File: src/rtl/kced_pkg.sv
package kced_pkg;

	// Number of keys watched; the key_levels field carries KEY_SLOTS of them.
	localparam int NUM_KEYS  = 4;
	localparam int KEY_SLOTS = 4;
	localparam int KEY_IDX_W = 2;

	localparam int FLAG_W  = 7;
	localparam int TIMER_W = 16;
	localparam int DIV_W   = 8;
	localparam int CFG_IDX_W  = 2;
	localparam int CFG_DATA_W = 16;

	// Flag bit positions.
	localparam int F_HOLD   = 0;
	localparam int F_DOWN   = 1;
	localparam int F_UP     = 2;
	localparam int F_SINGLE = 3;
	localparam int F_DOUBLE = 4;
	localparam int F_LONG   = 5;
	localparam int F_REPEAT = 6;

	localparam logic [FLAG_W-1:0] HOLD_MASK = FLAG_W'(1) << F_HOLD;

	localparam logic [DIV_W-1:0]   DIVIDER_RST = 8'd20;
	localparam logic [TIMER_W-1:0] DOUBLE_RST  = 16'd200;
	localparam logic [TIMER_W-1:0] LONG_RST    = 16'd2000;
	localparam logic [TIMER_W-1:0] REPEAT_RST  = 16'd100;

	typedef enum logic {
		ACT_TICK  = 1'b0,
		ACT_CHECK = 1'b1
	} action_t;

	typedef enum logic [CFG_IDX_W-1:0] {
		CFG_DIVIDER = 2'd0,
		CFG_DOUBLE  = 2'd1,
		CFG_LONG    = 2'd2,
		CFG_REPEAT  = 2'd3
	} cfg_idx_t;

	typedef enum logic [4:0] {
		ST_IDLE    = 5'b00001,
		ST_PRESSED = 5'b00010,
		ST_WAIT    = 5'b00100,
		ST_SECOND  = 5'b01000,
		ST_REPEAT  = 5'b10000
	} key_state_t;

	typedef struct packed {
		logic [TIMER_W-1:0] double_window;
		logic [TIMER_W-1:0] long_time;
		logic [TIMER_W-1:0] repeat_time;
	} timer_cfg_t;

	// Per-key control for one accepted word.
	typedef struct packed {
		logic              tick;
		logic              sample;
		logic              check;
		logic [FLAG_W-1:0] sel;
	} lane_ctl_t;

endpackage

File: src/rtl/key_click_event_detector.sv
// Channel  | handshake            | word
// ---------+----------------------+-----------------------------------------------
// in       | in_valid / in_stall  | action, key_levels, key_index, flag_select
// out      | out_valid / out_stall| hit, flags_seen (one per check, none per tick)
// cfg      | cfg_we               | cfg_index, cfg_data
//
// While in_stall is low, one word per cycle is accepted; all lanes update in that cycle.
// A check result is on out in the cycle after it is accepted when the output register
// is free or empties in that cycle; behind a stalled word it waits in the skid entry.
// Output register plus one skid entry: in_stall rises only when both hold words.
// Asynchronous reset clears the timers, click machines, flags and divider count.
module key_click_event_detector
	import kced_pkg::*;
(
	input  logic                  clk,
	input  logic                  arst_n,
	input  logic                  in_valid,
	output logic                  in_stall,
	input  logic                  action,
	input  logic [KEY_SLOTS-1:0]  key_levels,
	input  logic [KEY_IDX_W-1:0]  key_index,
	input  logic [FLAG_W-1:0]     flag_select,
	output logic                  out_valid,
	input  logic                  out_stall,
	output logic                  hit,
	output logic [FLAG_W-1:0]     flags_seen,
	input  logic                  cfg_we,
	input  logic [CFG_IDX_W-1:0]  cfg_index,
	input  logic [CFG_DATA_W-1:0] cfg_data
);

	logic [DIV_W-1:0]   divider_q;
	timer_cfg_t         tcfg_q;
	logic [DIV_W-1:0]   tick_count_q, tick_inc;
	logic               in_acc, do_tick, do_check, do_sample, full;
	logic [FLAG_W-1:0]  lane_flags [NUM_KEYS];
	logic [FLAG_W-1:0]  slot_flags [KEY_SLOTS];

	assign in_stall  = full;
	assign in_acc    = in_valid && !in_stall;
	assign do_tick   = in_acc && (action == ACT_TICK);
	assign do_check  = in_acc && (action == ACT_CHECK);
	assign tick_inc  = tick_count_q + DIV_W'(1);
	assign do_sample = do_tick && (tick_inc >= divider_q);

	always_ff @(posedge clk or negedge arst_n) begin
		if (!arst_n) begin
			divider_q            <= DIVIDER_RST;
			tcfg_q.double_window <= DOUBLE_RST;
			tcfg_q.long_time     <= LONG_RST;
			tcfg_q.repeat_time   <= REPEAT_RST;
		end else if (cfg_we) begin
			unique case (cfg_idx_t'(cfg_index))
				CFG_DIVIDER: divider_q            <= cfg_data[DIV_W-1:0];
				CFG_DOUBLE:  tcfg_q.double_window <= cfg_data[TIMER_W-1:0];
				CFG_LONG:    tcfg_q.long_time     <= cfg_data[TIMER_W-1:0];
				CFG_REPEAT:  tcfg_q.repeat_time   <= cfg_data[TIMER_W-1:0];
				default: ;
			endcase
		end
	end

	always_ff @(posedge clk or negedge arst_n) begin
		if (!arst_n) begin
			tick_count_q <= '0;
		end else if (do_tick) begin
			tick_count_q <= do_sample ? '0 : tick_inc;
		end
	end

	for (genvar k = 0; k < NUM_KEYS; k++) begin : g_lane
		lane_ctl_t ctl;
		logic      pressed;

		if (k < KEY_SLOTS) begin : g_in
			assign pressed   = key_levels[k];
			assign ctl.check = do_check && (key_index == KEY_IDX_W'(k));
		end else begin : g_out
			// Keys past the input field never press and cannot be addressed.
			assign pressed   = 1'b0;
			assign ctl.check = 1'b0;
		end
		assign ctl.tick   = do_tick;
		assign ctl.sample = do_sample;
		assign ctl.sel    = flag_select;

		kced_lane u_lane (
			.clk     (clk),
			.arst_n  (arst_n),
			.ctl     (ctl),
			.pressed (pressed),
			.tcfg    (tcfg_q),
			.flags   (lane_flags[k])
		);
	end

	// A key index with no lane reads as all flags clear.
	for (genvar s = 0; s < KEY_SLOTS; s++) begin : g_slot
		if (s < NUM_KEYS) begin : g_used
			assign slot_flags[s] = lane_flags[s];
		end else begin : g_empty
			assign slot_flags[s] = '0;
		end
	end

	kced_merge u_merge (
		.clk        (clk),
		.arst_n     (arst_n),
		.lane_flags (slot_flags),
		.check      (do_check),
		.key_index  (key_index),
		.sel        (flag_select),
		.out_stall  (out_stall),
		.full       (full),
		.out_valid  (out_valid),
		.hit        (hit),
		.flags_seen (flags_seen)
	);

	// A stalled-in condition means the output register is holding a word.
	a_full_has_out: assert property (@(posedge clk) disable iff (!arst_n)
		in_stall |-> out_valid)
		else $error("skid entry held while output empty");

	// A tick never yields a result word.
	a_tick_silent: assert property (@(posedge clk) disable iff (!arst_n)
		(do_tick && !out_valid) |=> !out_valid)
		else $error("tick produced a result");

	// A check into an empty output shows up next cycle with a consistent hit.
	a_check_result: assert property (@(posedge clk) disable iff (!arst_n)
		(do_check && !out_valid) |=>
		(out_valid && (hit == ((flags_seen & $past(flag_select)) != '0))))
		else $error("check result missing or inconsistent");

	// A sample resets the divider count.
	a_divider_wrap: assert property (@(posedge clk) disable iff (!arst_n)
		do_sample |=> (tick_count_q == '0))
		else $error("divider did not restart after a sample");

endmodule

File: src/rtl/kced_lane.sv
module kced_lane
	import kced_pkg::*;
(
	input  logic              clk,
	input  logic              arst_n,
	input  lane_ctl_t         ctl,
	input  logic              pressed,
	input  timer_cfg_t        tcfg,
	output logic [FLAG_W-1:0] flags
);

	key_state_t         state_q, state_d;
	logic [TIMER_W-1:0] cd_q, cd_d, cd_dec;
	logic [FLAG_W-1:0]  flags_q, flags_d;
	logic               level_q, level_d;

	always_comb begin
		cd_dec  = (cd_q != '0) ? cd_q - TIMER_W'(1) : cd_q;
		cd_d    = cd_q;
		state_d = state_q;
		flags_d = flags_q;
		level_d = level_q;
		if (ctl.tick) begin
			cd_d = cd_dec;
			if (ctl.sample) begin
				level_d = pressed;
				flags_d[F_HOLD] = pressed;
				if (pressed && !level_q) begin
					flags_d[F_DOWN] = 1'b1;
				end
				if (!pressed && level_q) begin
					flags_d[F_UP] = 1'b1;
				end
				// The machine sees the timer after this tick's decrement.
				unique case (state_q)
					ST_IDLE: begin
						if (pressed) begin
							cd_d    = tcfg.long_time;
							state_d = ST_PRESSED;
						end
					end
					ST_PRESSED: begin
						if (!pressed) begin
							cd_d    = tcfg.double_window;
							state_d = ST_WAIT;
						end else if (cd_dec == '0) begin
							cd_d    = tcfg.repeat_time;
							flags_d[F_LONG] = 1'b1;
							state_d = ST_REPEAT;
						end
					end
					ST_WAIT: begin
						if (pressed) begin
							flags_d[F_DOUBLE] = 1'b1;
							state_d = ST_SECOND;
						end else if (cd_dec == '0) begin
							flags_d[F_SINGLE] = 1'b1;
							state_d = ST_IDLE;
						end
					end
					ST_SECOND: begin
						if (!pressed) begin
							state_d = ST_IDLE;
						end
					end
					ST_REPEAT: begin
						if (!pressed) begin
							state_d = ST_IDLE;
						end else if (cd_dec == '0) begin
							cd_d = tcfg.repeat_time;
							flags_d[F_REPEAT] = 1'b1;
						end
					end
					default: begin
						state_d = ST_IDLE;
					end
				endcase
			end
		end else if (ctl.check && ((flags_q & ctl.sel) != '0) && (ctl.sel != HOLD_MASK)) begin
			// A check of the hold bit alone only peeks.
			flags_d = flags_q & ~ctl.sel;
		end
	end

	always_ff @(posedge clk or negedge arst_n) begin
		if (!arst_n) begin
			state_q <= ST_IDLE;
			cd_q    <= '0;
			flags_q <= '0;
			level_q <= 1'b0;
		end else begin
			state_q <= state_d;
			cd_q    <= cd_d;
			flags_q <= flags_d;
			level_q <= level_d;
		end
	end

	assign flags = flags_q;

endmodule

File: src/rtl/kced_merge.sv
module kced_merge
	import kced_pkg::*;
(
	input  logic                 clk,
	input  logic                 arst_n,
	input  logic [FLAG_W-1:0]    lane_flags [KEY_SLOTS],
	input  logic                 check,
	input  logic [KEY_IDX_W-1:0] key_index,
	input  logic [FLAG_W-1:0]    sel,
	input  logic                 out_stall,
	output logic                 full,
	output logic                 out_valid,
	output logic                 hit,
	output logic [FLAG_W-1:0]    flags_seen
);

	logic [FLAG_W-1:0] seen;
	logic              new_hit;
	logic              out_valid_q, skid_valid_q;
	logic              out_hit_q, skid_hit_q;
	logic [FLAG_W-1:0] out_flags_q, skid_flags_q;
	logic              out_fire;

	assign seen     = lane_flags[key_index];
	assign new_hit  = (seen & sel) != '0;
	assign out_fire = out_valid_q && !out_stall;

	always_ff @(posedge clk or negedge arst_n) begin
		if (!arst_n) begin
			out_valid_q  <= 1'b0;
			skid_valid_q <= 1'b0;
		end else if (skid_valid_q) begin
			if (out_fire) begin
				out_valid_q  <= 1'b1;
				skid_valid_q <= 1'b0;
			end
		end else if (check) begin
			if (!out_valid_q || out_fire) begin
				out_valid_q <= 1'b1;
			end else begin
				skid_valid_q <= 1'b1;
			end
		end else if (out_fire) begin
			out_valid_q <= 1'b0;
		end
	end

	always_ff @(posedge clk) begin
		if (skid_valid_q) begin
			if (out_fire) begin
				out_hit_q   <= skid_hit_q;
				out_flags_q <= skid_flags_q;
			end
		end else if (check) begin
			if (!out_valid_q || out_fire) begin
				out_hit_q   <= new_hit;
				out_flags_q <= seen;
			end else begin
				skid_hit_q   <= new_hit;
				skid_flags_q <= seen;
			end
		end
	end

	assign full       = skid_valid_q;
	assign out_valid  = out_valid_q;
	assign hit        = out_hit_q;
	assign flags_seen = out_flags_q;

endmodule
File: config.mk
export PLATFORM = sky130hd
export DESIGN_NAME = key_click_event_detector
export DESIGN_NICKNAME = d
export VERILOG_FILES = /design/src/rtl/kced_pkg.sv /design/src/rtl/key_click_event_detector.sv /design/src/rtl/kced_lane.sv /design/src/rtl/kced_merge.sv
export SDC_FILE = /design/constraint.sdc
export NUM_CORES = 1
export LEC_CHECK = 0
export ABC_AREA = 1
export BUFFER_PORTS_ARGS = -buffer_cell sky130_fd_sc_hd__buf_2
export CAP_MARGIN = 30
export CORE_MARGIN = 2
export CORE_UTILIZATION = 45
export DETAILED_ROUTE_END_ITERATION = 12
export PLACE_DENSITY_LB_ADDON = 0.05
export SKIP_LAST_GASP = 1
export SYNTH_ARGS = -nofsm -noshare
export SYNTH_HDL_FRONTEND = slang
export SYNTH_SLANG_ARGS = --single-unit
File: constraint.sdc
create_clock -name clk -period 3.9 [get_ports clk]
set_clock_uncertainty 0.2 [all_clocks]
set_input_delay 0.78 -clock clk [delete_from_list [all_inputs] [get_ports clk]]
set_output_delay 0.78 -clock clk [all_outputs]
set_load 0.1 [all_outputs]
# Yosys cells after proc, flatten, opt, wreduce, memory -nomap -nowiden
# Index checks and enable logic that the tools add are counted.
op_classes:
  n_addsub: 5
  n_lt_le_gt_ge: 2
  n_eq_ne: 78
  mux: 125
  bitwise_logic: 14
  n_reduce_logical: 103
ops:
  columns: ["op", "n"]
  rows:
  - ["two-way mux 16 bit", 24]
  - ["one-hot mux 16 bit (3 select lines)", 4]
  - ["two-way mux 7 bit", 18]
  - ["two-way mux 5 bit", 24]
  - ["one-hot mux 5 bit (4 select lines)", 4]
  - ["logical NOT 16 bit", 4]
  - ["nonzero test 16 bit", 4]
  - ["subtractor 16 x 1 -> 16 bit (second input constant)", 4]
  - ["bitwise AND 7 bit", 9]
  - ["AND reduction 5 bit", 12]
  - ["!= test 2 x 1 -> 1 bit (second input constant)", 25]
  - ["two-way mux 1 bit", 45]
  - ["nonzero test 7 bit", 5]
  - ["!= test 2 bit (second input constant)", 17]
  - ["AND reduction 3 bit", 11]
  - ["logical AND 1 bit", 25]
  - ["!= test 3 x 2 -> 1 bit (second input constant)", 8]
  - ["AND reduction 6 bit", 4]
  - ["== test 5 x 1 -> 1 bit (second input constant)", 4]
  - ["== test 5 x 2 -> 1 bit (second input constant)", 4]
  - ["== test 5 x 3 -> 1 bit (second input constant)", 4]
  - ["== test 5 x 4 -> 1 bit (second input constant)", 4]
  - ["== test 5 bit (second input constant)", 4]
  - ["AND reduction 2 bit", 9]
  - ["other kinds (19)", 51]
totals:
  reg_bits: 198
  inputBits: 37
  out_inout_bits: 10
  word_cells: 378

# Logic depth before layout (Yosys ltp)
# Gate-level depths: netlist of the first run.
depth:
  word_depth: 9
  ltp_mapped: 19
  ltp_nobuf: 18

# By module
# A second synthesis of the first run with hierarchy kept.
unflattened:
  hier_cells: 2590
  hier_area_um2: 16226.8
modules_own_cells:
  columns: ["mod", "instances", "cells_each", "area_each_um2"]
  rows:
  - ["kced_lane (g_lane[1].u_lane ...)", 2, 525, 3096.7]
  - ["kced_lane (g_lane[0].u_lane)", 1, 554, 3149.3]
  - ["kced_lane (g_lane[3].u_lane)", 1, 539, 3076.7]
  - ["key_click_event_detector", 1, 323, 2830.2]
  - ["kced_merge", 1, 124, 977.2]

# Worst setup path after synthesis of the first run
# No wires, ideal clock.
synth_timing:
  kind: "register -> register"
  startpoint: "reg tick_count_q[0]"
  endpoint: "reg g_lane[3].u_lane.cd_q[15]"
  setup_ns: 0.121
  arrival_ns: 2.538
  required_time_ns: 3.579
  path_slack_ns: 1.041
  path_stages_with_launch: 16
  n_path_buf: 2
  synth_period_minus_slack_ns: 2.859
  path_cell_list: "dfrtp_1 nand3_1 nor3_1 nand2_1 xor2_1 inv_1 ha_1 a21oi_1 o21a_1 nand3_1 nand2_1 clkbuf_1 clkbuf_1 a21oi_1 nand2_1 nand2_1"
synth_between:
  elab_chain_cells: 4
synth_lines:
  columns: ["element", "line", "rtl"]
  rows:
  - ["start, declared", "key_click_event_detector.sv:34", "logic [DIV_W-1:0] tick_count_q, tick_inc;"]
  - ["start signal, assigned", "key_click_event_detector.sv:67", "tick_count_q <= do_sample ? '0 : tick_inc;"]
  - ["adder 8 x 1 -> 8 bit", "key_click_event_detector.sv:43", "assign tick_inc = tick_count_q + DIV_W'(1);"]
  - [">= comparator 8 bit", "key_click_event_detector.sv:44", "assign do_sample = do_tick && (tick_inc >= divider_q);"]
  - ["logical AND 1 bit", "key_click_event_detector.sv:44", null]
  - ["two-way mux 16 bit", "kced_lane.sv:25", "if (ctl.sample) begin"]
  - ["end signal, assigned", "kced_lane.sv:88", "cd_q <= '0;"]
  - ["end signal, assigned", "kced_lane.sv:93", "cd_q <= cd_d;"]
  - ["end, declared", "kced_lane.sv:13", "logic [TIMER_W-1:0] cd_q, cd_d, cd_dec;"]
# No other way between the ends.
# A chain may end at the register's enable or synchronous reset.

# Final worst setup path of the first run
layout_timing:
  startpoint: "reg tick_count_q[0]"
  endpoint: "reg g_lane[1].u_lane.flags_q[6]"
layout_between:
  elab_chain_cells: 5
layout_lines:
  columns: ["element", "line", "rtl"]
  rows:
  - ["adder 8 x 1 -> 8 bit", "key_click_event_detector.sv:43", null]
  - [">= comparator 8 bit", "key_click_event_detector.sv:44", null]
  - ["logical AND 1 bit", "key_click_event_detector.sv:44", null]
  - ["!= test 2 x 1 -> 1 bit (no line)", null, null]
  - ["AND reduction 5 bit (no line)", null, null]
  - ["end signal, assigned", "kced_lane.sv:94", "flags_q <= flags_d;"]
  - ["end, declared", "kced_lane.sv:14", "logic [FLAG_W-1:0] flags_q, flags_d;"]
# No other way between the ends.

==> results of run 1 <==
==> layer usage <==
metal,up-vias,wire length [um]
li1,7827,-
met1,7648,24900
met2,700,24600
met3,117,4160
met4,0,2100
met5,-,0
==> kinds of logic (layout without fill, tap and decap cells) <==
family                   Yosys count  count (layout)  synth area share
AND/OR/NAND/NOR                 1317            1317             0.367
AO/OA/AOI/OAI                    495             495             0.181
buffers and inverters            332             359            0.0855
flip-flops                       198             198             0.336
XOR/XNOR                          26              26            0.0151
adder cells (fa/ha/maj)           17              17            0.0141
multiplexers                       2               2           0.00133
==> cells in the mapped netlist (7+ instances only) <==
library cell,instances,area share
sky130_fd_sc_hd__dfrtp_1,164,0.27
sky130_fd_sc_hd__nand3_1,149,0.050
sky130_fd_sc_hd__nand3b_1,13,0.0065
sky130_fd_sc_hd__nor3_1,12,0.0040
sky130_fd_sc_hd__or2_2,15,0.0062
sky130_fd_sc_hd__nor4_1,7,0.0029
sky130_fd_sc_hd__a22oi_1,38,0.019
sky130_fd_sc_hd__xor2_1,19,0.011
sky130_fd_sc_hd__edfxtp_1,16,0.032
sky130_fd_sc_hd__xnor2_1,7,0.0041
sky130_fd_sc_hd__nand4_1,43,0.018
sky130_fd_sc_hd__nand2_1,834,0.21
sky130_fd_sc_hd__inv_1,225,0.056
sky130_fd_sc_hd__nor2_2,11,0.0046
sky130_fd_sc_hd__a21oi_1,72,0.024
sky130_fd_sc_hd__ha_1,17,0.014
sky130_fd_sc_hd__o211ai_1,17,0.0085
sky130_fd_sc_hd__nor2_1,211,0.053
sky130_fd_sc_hd__clkbuf_1,74,0.018
sky130_fd_sc_hd__o21ai_0,307,0.10
sky130_fd_sc_hd__o21ai_1,20,0.0066
sky130_fd_sc_hd__dfstp_2,18,0.031
sky130_fd_sc_hd__buf_2,15,0.0050
==> what timing repair did <==
action | CTS | global route
gates resized for setup | 1 | 7
hold endpoints to repair | 0 | 0
setup endpoints to repair | 12 | 67
buffers inserted | 0 | 3
==> power breakdown <==
part | leakage [uW] | internal [uW] | switching (uW)
Clock | 0.000277 | 952 | 856
Sequential | 0.00246 | 2760 | 857
Combinational | 0.00559 | 2260 | 5090
Total | 0.00833 | 5970 | 6810
==> per-stage QoR <==
| step | cell area, um^2 | power (uW) | setup TNS [ns] | std cells | hold slack, ns |
|---|---|---|---|---|---|
| after floorplan | 15100 | 8620 | 0 | 2387 | 0.234 |
| final | 16400 | 12800 | 0 | 2856 | 0.0938 |
| after CTS | 16400 | 12600 | 0 | 2853 | 0.103 |
| after global routing | 16400 | 13900 | 0 | 2856 | 0.127 |
| after detailed placement | 15800 | 10800 | -0.630 | 2821 | 0.267 |
| after global placement | 15800 | 10700 | -0.107 | 2820 | 0.244 |
==> area by class of cell <==
type / count / area share
clock buffer: 21 / 0.0268
clock inverter: 11 / 0.00754
inverter: 234 / 0.0537
multi-input combinational: 1857 / 0.532
sequential: 198 / 0.308
tap: 442 / 0.0337
timing repair buffer: 93 / 0.0380
==> final timing paths <==
path	endpoint	startpoint	slack (ns)
worst max register to register	g_lane[1].u_lane.flags[6]	tick_count_q[0]	0.32
worst min register to register	g_lane[2].u_lane.flags[1]	g_lane[2].u_lane.level_q	0.28
min in group clk	g_lane[2].u_lane.flags[1]	g_lane[2].u_lane.level_q	0.28
worst min-delay path	u_merge.full	arst_n	0.09
max in group asynchronous	tcfg_q[26]	arst_n	2.46
worst max-delay path	g_lane[1].u_lane.flags[6]	tick_count_q[0]	0.32
==> registers in the layout, summed over array words and instances (netlist names) <==
name and flops:
u_merge.out_valid 1, u_merge.skid_flags_q 7, tick_count_q 8, u_merge.hit 1, u_merge.flags_seen 7, u_merge.full 1
g_lane.u_lane.cd_q 64, g_lane.u_lane.state_q 20, u_merge.skid_hit_q 1, g_lane.u_lane.level_q 4, divider_q 8, tcfg_q 48
g_lane.u_lane.flags 28
==> impl_metrics.xml, run 1 <==
<?xml version="1.0" encoding="UTF-8"?>
<metrics>
  <group name="grt">
    <metric name="grt_use_met3" unit="">0.0437</metric>
    <metric name="grt_antenna_before_repair" unit="">0</metric>
    <metric name="grt_start_max_net_pins" unit="">65</metric>
    <metric name="gr-total-overflow" unit="">0</metric>
    <metric name="grt.total_usage" unit="">0.318</metric>
    <metric name="globalRouteMet2Util" unit="">0.490</metric>
    <metric name="gr-usage-met1" unit="">0.455</metric>
    <metric name="via_count_of_the_first_global_routing_pass" unit="">14947</metric>
    <metric name="grt_first_pass_wirelength" unit="um">87300</metric>
    <metric name="gr-max-usage-layer" unit="">met2</metric>
  </group>
  <group name="placed_design">
    <metric name="port-buffer-count" unit="">46</metric>
    <metric name="dp_hpwl" unit="um">40800</metric>
    <metric name="place_worst_setup_slack" unit="ns">-0.121</metric>
    <metric name="finalWeightedCongestion" unit="">0.933</metric>
  </group>
  <group name="floorplanning">
    <metric name="placeableCoreArea" unit="mm^2">0.0328</metric>
    <metric name="num_rows" unit="">66</metric>
    <metric name="io_pins" unit="">47</metric>
    <metric name="die-height" unit="um">187</metric>
    <metric name="initial_core_utilization" unit="">0.459</metric>
    <metric name="die_area" unit="mm^2">0.0349</metric>
    <metric name="die-width" unit="um">187</metric>
  </group>
  <group name="sta">
    <metric name="max-slew-margin-rel" unit="">0.346</metric>
    <metric name="tightest_slew" unit="ns">0.971</metric>
    <metric name="rsz0062_at_grt" unit="">false</metric>
    <metric name="timing.fmax" unit="MHz">279</metric>
    <metric name="layout_worst_path_cycle_share" unit="">0.918</metric>
    <metric name="fin_ws" unit="ns">0.319</metric>
    <metric name="setup_viol_count_final" unit="">0</metric>
    <metric name="period_needed" unit="ns">3.58</metric>
    <metric name="report.final.hold_viol_count" unit="">0</metric>
    <metric name="timing_max_transition_violations_final" unit="">0</metric>
  </group>
  <group name="finish">
    <metric name="final_common_cell" unit="">sky130_fd_sc_hd__nand2_1</metric>
    <metric name="multiInputGateArea" unit="mm^2">0.00874</metric>
    <metric name="fillers" unit="">3514</metric>
    <metric name="proportion_of_layout_cells_with_a_drive_suffix_above_1" unit="">0.0845</metric>
    <metric name="number_of_diodes_added_for_antenna_fixing" unit="">0</metric>
    <metric name="final_nets" unit="">2455</metric>
    <metric name="fin_util" unit="">0.501</metric>
    <metric name="layout-area-overhead-vs-synth" unit="%">9.06</metric>
    <metric name="sequential_cell_area" unit="mm^2">0.00506</metric>
    <metric name="most_used_cells_in_the_layout_excluding_fill_and_tap_cells" unit="">sky130_fd_sc_hd__nand2_1 (833), sky130_fd_sc_hd__o21ai_0 (307), sky130_fd_sc_hd__inv_1 (223)</metric>
  </group>
  <group name="cts">
    <metric name="ctsHtreeMaxLevel" unit="">4</metric>
    <metric name="numCtsBuffers" unit="">17</metric>
    <metric name="postCtsHoldBufs" unit="">0</metric>
    <metric name="clk_pin_slew" unit="ns">0.07</metric>
    <metric name="clock_tree_from_tritoncts" unit="">done</metric>
    <metric name="clock_latency" unit="ns">0.46</metric>
    <metric name="clock-root-buffer" unit="">sky130_fd_sc_hd__clkbuf_16</metric>
    <metric name="clock_tree.buffer_depth" unit="">2</metric>
    <metric name="numClockSinks" unit="">198</metric>
  </group>
  <group name="logic_synthesis">
    <metric name="yosysSeqAreaShare" unit="">0.336</metric>
    <metric name="netlist_instances" unit="">2387</metric>
    <metric name="post_synth.cell_area_avg" unit="um^2">6.31</metric>
    <metric name="synth_ff_type" unit="">sky130_fd_sc_hd__dfrtp_1</metric>
    <metric name="synth_warnings" unit="">0</metric>
    <metric name="synth_edf_count" unit="">16</metric>
    <metric name="postSynthRegisterBits" unit="">198</metric>
    <metric name="postSynth.asyncResetShare" unit="">0.919</metric>
    <metric name="mappedNetlistArea" unit="mm^2">0.0151</metric>
    <metric name="synth_cell_type_count" unit="">51</metric>
    <metric name="syn_nets" unit="">2441</metric>
  </group>
  <group name="critical_path">
    <metric name="critical_path.cell_chain" unit="">nand3_1 &gt; nor3_1 &gt; nand2_1 &gt; xor2_1 &gt; inv_1 &gt; ha_1 &gt; nand2_1 &gt; nor2_1 &gt; nand4_1 &gt; nand3_1 &gt; nand2_2 &gt; buf_4 &gt; buf_4 &gt; nand2_1 &gt; nand3_1 &gt; o21ai_0 &gt; o21ai_1</metric>
    <metric name="maximum_single_stage_delay_on_the_critical_path" unit="ns">0.42</metric>
    <metric name="critical_path_cell_count" unit="">17</metric>
    <metric name="worstSetupEndpointType" unit="">flop</metric>
    <metric name="worst_path_max_delay_cell" unit="">sky130_fd_sc_hd__dfrtp_1</metric>
    <metric name="timing.critical_path.max_delay_family" unit="">simple AND/OR/NAND/NOR gates</metric>
    <metric name="r2r_cells" unit="">17</metric>
    <metric name="largest_driver_fanout_on_the_critical_path" unit="">15</metric>
    <metric name="required_time_of_the_critical_path" unit="ns">4.04</metric>
    <metric name="class_of_the_most_critical_setup_path" unit="">reg2reg</metric>
    <metric name="startpoint_type" unit="">flop</metric>
    <metric name="worst-endpoint-arrival" unit="ns">3.72</metric>
    <metric name="path_buf_inv" unit="">3</metric>
  </group>
  <group name="detailed_routing">
    <metric name="antenna_left" unit="">0</metric>
    <metric name="drc" unit="">0</metric>
    <metric name="routed-via-count" unit="">16292</metric>
    <metric name="route.final.wire_length" unit="um">55800</metric>
    <metric name="post_drt_wl_per_cell" unit="um">19.5</metric>
    <metric name="firstDrtPassIters" unit="">6</metric>
    <metric name="first_iter_violations" unit="">1780</metric>
    <metric name="drt-vias-per-instance" unit="">5.70</metric>
  </group>
  <group name="worst_hold_path">
    <metric name="worst_hold_path_type" unit="">in2async</metric>
  </group>
  <group name="power_and_ir_drop">
    <metric name="power_density" unit="mW/mm^2">778</metric>
    <metric name="ir_worst_vdd" unit="uV">409</metric>
    <metric name="p_leak" unit="uW">0.00833</metric>
  </group>
  <group name="status">
    <metric name="result_of_the_run" unit="">finished clean</metric>
  </group>
  <group name="run">
    <metric name="drv_cap" unit="">0</metric>
  </group>
</metrics>
Power figures use the tool's default switching activity.
==> run 2, diff against run 1 <==
- clock period: 3.9 -> 3.97 ns (I/O delays scaled with it)
==> impl_metrics.xml, run 2 (synthesis results as in run 1) <==
<?xml version="1.0" encoding="UTF-8"?>
<metrics>
  <group name="critical_path">
    <metric name="class_of_the_most_critical_setup_path" unit="">reg2reg</metric>
    <metric name="maximum_single_stage_delay_on_the_critical_path" unit="ns">0.40</metric>
    <metric name="worstSetupEndpointType" unit="">flop</metric>
    <metric name="critical_path.reg2reg.endpoint" unit="">g_lane[0].u_lane.cd_q[7]</metric>
    <metric name="startpoint_type" unit="">flop</metric>
    <metric name="cpMostUsedCell" unit="">sky130_fd_sc_hd__nand2_1</metric>
    <metric name="worst-endpoint-arrival" unit="ns">3.81</metric>
    <metric name="critical_path.cell_chain" unit="">nand3_1 &gt; nor3_1 &gt; nand2_1 &gt; xor2_1 &gt; inv_1 &gt; ha_1 &gt; nand2_1 &gt; nor2_1 &gt; nand4_1 &gt; nand3_1 &gt; nand2_1 &gt; buf_12 &gt; nor2_2 &gt; nor2_1 &gt; a22oi_1 &gt; nand2_1</metric>
    <metric name="path_buf_inv" unit="">2</metric>
    <metric name="timing.reg2reg.setup_slack" unit="ns">0.32</metric>
    <metric name="largest_driver_fanout_on_the_critical_path" unit="">16</metric>
    <metric name="worst_path_max_delay_cell" unit="">sky130_fd_sc_hd__dfrtp_1</metric>
    <metric name="timing.critical_path.max_delay_family" unit="">simple AND/OR/NAND/NOR gates</metric>
    <metric name="r2r_cells" unit="">16</metric>
    <metric name="required_time_of_the_critical_path" unit="ns">4.13</metric>
    <metric name="crit-reg2reg-launch" unit="">tick_count_q[0]</metric>
  </group>
  <group name="detailed_routing">
    <metric name="met1_length" unit="um">25100</metric>
    <metric name="first_iter_violations" unit="">1569</metric>
    <metric name="wl_met3" unit="um">4270</metric>
    <metric name="post_drt_wl_per_cell" unit="um">19.4</metric>
    <metric name="firstDrtPassIters" unit="">6</metric>
    <metric name="routed-via-count" unit="">16261</metric>
    <metric name="drt-vias-per-instance" unit="">5.70</metric>
    <metric name="route.final.wire_length" unit="um">55300</metric>
    <metric name="highest-signal-layer" unit="">met4</metric>
    <metric name="drc" unit="">0</metric>
    <metric name="antenna_left" unit="">0</metric>
    <metric name="routed-wl-met2" unit="um">23500</metric>
  </group>
  <group name="sta">
    <metric name="setup-tns-final" unit="ns">0</metric>
    <metric name="period_needed" unit="ns">3.65</metric>
    <metric name="tightest_slew" unit="ns">0.969</metric>
    <metric name="setup_viol_count_final" unit="">0</metric>
    <metric name="timing_max_transition_violations_final" unit="">0</metric>
    <metric name="layout_worst_path_cycle_share" unit="">0.921</metric>
    <metric name="max-slew-margin-rel" unit="">0.353</metric>
    <metric name="report.final.hold_viol_count" unit="">0</metric>
    <metric name="rsz0062_at_grt" unit="">true</metric>
    <metric name="hold-worst-slack" unit="ns">0.205</metric>
    <metric name="timing.fmax" unit="MHz">274</metric>
  </group>
  <group name="cts">
    <metric name="clock_latency" unit="ns">0.47</metric>
    <metric name="post_cts.repair.setup_buffers" unit="">0</metric>
    <metric name="clock_tree_from_tritoncts" unit="">done</metric>
    <metric name="clock_tree.buffer_depth" unit="">2</metric>
    <metric name="clk_pin_slew" unit="ns">0.07</metric>
    <metric name="postCtsHoldBufs" unit="">0</metric>
    <metric name="numClockSinks" unit="">198</metric>
    <metric name="ctsHtreeMaxLevel" unit="">4</metric>
    <metric name="numCtsBuffers" unit="">17</metric>
    <metric name="clock-root-buffer" unit="">sky130_fd_sc_hd__clkbuf_16</metric>
  </group>
  <group name="finish">
    <metric name="final_nets" unit="">2453</metric>
    <metric name="registers.top_by_ff_count" unit="">g_lane.u_lane.cd_q</metric>
    <metric name="proportion_of_layout_cells_with_a_drive_suffix_above_1" unit="">0.0842</metric>
    <metric name="fillers" unit="">3446</metric>
    <metric name="layout-area-overhead-vs-synth" unit="%">9.48</metric>
    <metric name="number_of_diodes_added_for_antenna_fixing" unit="">0</metric>
    <metric name="largest_register_ffs" unit="">64</metric>
    <metric name="final_common_cell" unit="">sky130_fd_sc_hd__nand2_1</metric>
    <metric name="multiInputGateArea" unit="mm^2">0.00873</metric>
    <metric name="sequential_cell_area" unit="mm^2">0.00506</metric>
    <metric name="most_used_cells_in_the_layout_excluding_fill_and_tap_cells" unit="">sky130_fd_sc_hd__nand2_1 (834), sky130_fd_sc_hd__o21ai_0 (307), sky130_fd_sc_hd__inv_1 (224)</metric>
  </group>
  <group name="placed_design">
    <metric name="finalWeightedCongestion" unit="">0.919</metric>
    <metric name="dp_hpwl" unit="um">39700</metric>
    <metric name="port-buffer-count" unit="">46</metric>
  </group>
  <group name="grt">
    <metric name="via_count_of_the_first_global_routing_pass" unit="">14767</metric>
    <metric name="grt.total_usage" unit="">0.313</metric>
    <metric name="grt_start_max_net_pins" unit="">104</metric>
    <metric name="grt_first_pass_wirelength" unit="um">85800</metric>
    <metric name="gr-total-overflow" unit="">0</metric>
    <metric name="grt_antenna_before_repair" unit="">0</metric>
  </group>
  <group name="status">
    <metric name="result_of_the_run" unit="">finished clean</metric>
  </group>
  <group name="run">
    <metric name="drv_cap" unit="">0</metric>
  </group>
  <group name="worst_hold_path">
    <metric name="worst_hold_path_type" unit="">in2async</metric>
  </group>
  <group name="power_and_ir_drop">
    <metric name="ir_worst_vdd" unit="uV">360</metric>
    <metric name="p_leak" unit="uW">0.00837</metric>
    <metric name="total_power" unit="uW">12800</metric>
    <metric name="power_density" unit="mW/mm^2">775</metric>
  </group>
  <group name="floorplanning">
    <metric name="num_rows" unit="">66</metric>
    <metric name="initial_core_utilization" unit="">0.459</metric>
    <metric name="die-width" unit="um">187</metric>
    <metric name="die_area" unit="mm^2">0.0349</metric>
    <metric name="die-height" unit="um">187</metric>
    <metric name="placeableCoreArea" unit="mm^2">0.0328</metric>
    <metric name="io_pins" unit="">47</metric>
  </group>
</metrics>
-- run 2: layout make-up --
cell class,count,share of cell area
clock buffers,19,0.0282
flip-flops and latches,198,0.307
multi-input cells,1857,0.530
repair buffers,91,0.0376
clock inverters,13,0.0111
well taps,442,0.0335
inverters,234,0.0533
-- run 2: power by group --
part	internal [uW]	switching [uW]	total, uW	leakage (uW)
combinational	2220	5070	7290	0.00560
clock	1070	887	1950	0.000320
sequential	2710	813	3520	0.00246
total	6000	6770	12800	0.00837
-- run 2: metal layers --
metal  track usage  vias up
met4         0.131        0
met2         0.469      692
met1         0.446     7605
li1              -     7847
met3        0.0546      117
met5             0        -
-- run 2: timing repair --
action / in CTS / in global routing
gates resized for setup: 0 / 4
setup endpoints to repair: 0 / 43
endpoints found under the hold margin: 0 / 0
-- run 2: per-stage QoR --
stage | util | cell area, um^2 | worst slack [ns] | std cells
after global routing | 0.503 | 16500 | -0.0598 | 2854
after detailed placement | 0.483 | 15800 | 0.116 | 2822
final | 0.503 | 16500 | 0.315 | 2854
after CTS | 0.503 | 16500 | 0.103 | 2854
after global placement | 0.482 | 15800 | 0.167 | 2820
after floorplan | - | 15100 | 1.11 | 2387
-- run 2: worst max path at each step --
stage	from	end	slack [ns]	cells after the start
final	tick_count_q[0]	g_lane[0].u_lane.cd_q[7]	0.32	16
after global routing	tick_count_q[0]	g_lane[1].u_lane.cd_q[6]	-0.06	17
after CTS	tick_count_q[0]	g_lane[0].u_lane.cd_q[7]	0.10	16
after detailed placement	tick_count_q[0]	g_lane[0].u_lane.cd_q[7]	0.12	16
after global placement	tick_count_q[0]	g_lane[2].u_lane.cd_q[2]	0.17	16
after floorplan	tick_count_q[0]	g_lane[3].u_lane.cd_q[15]	1.11	15
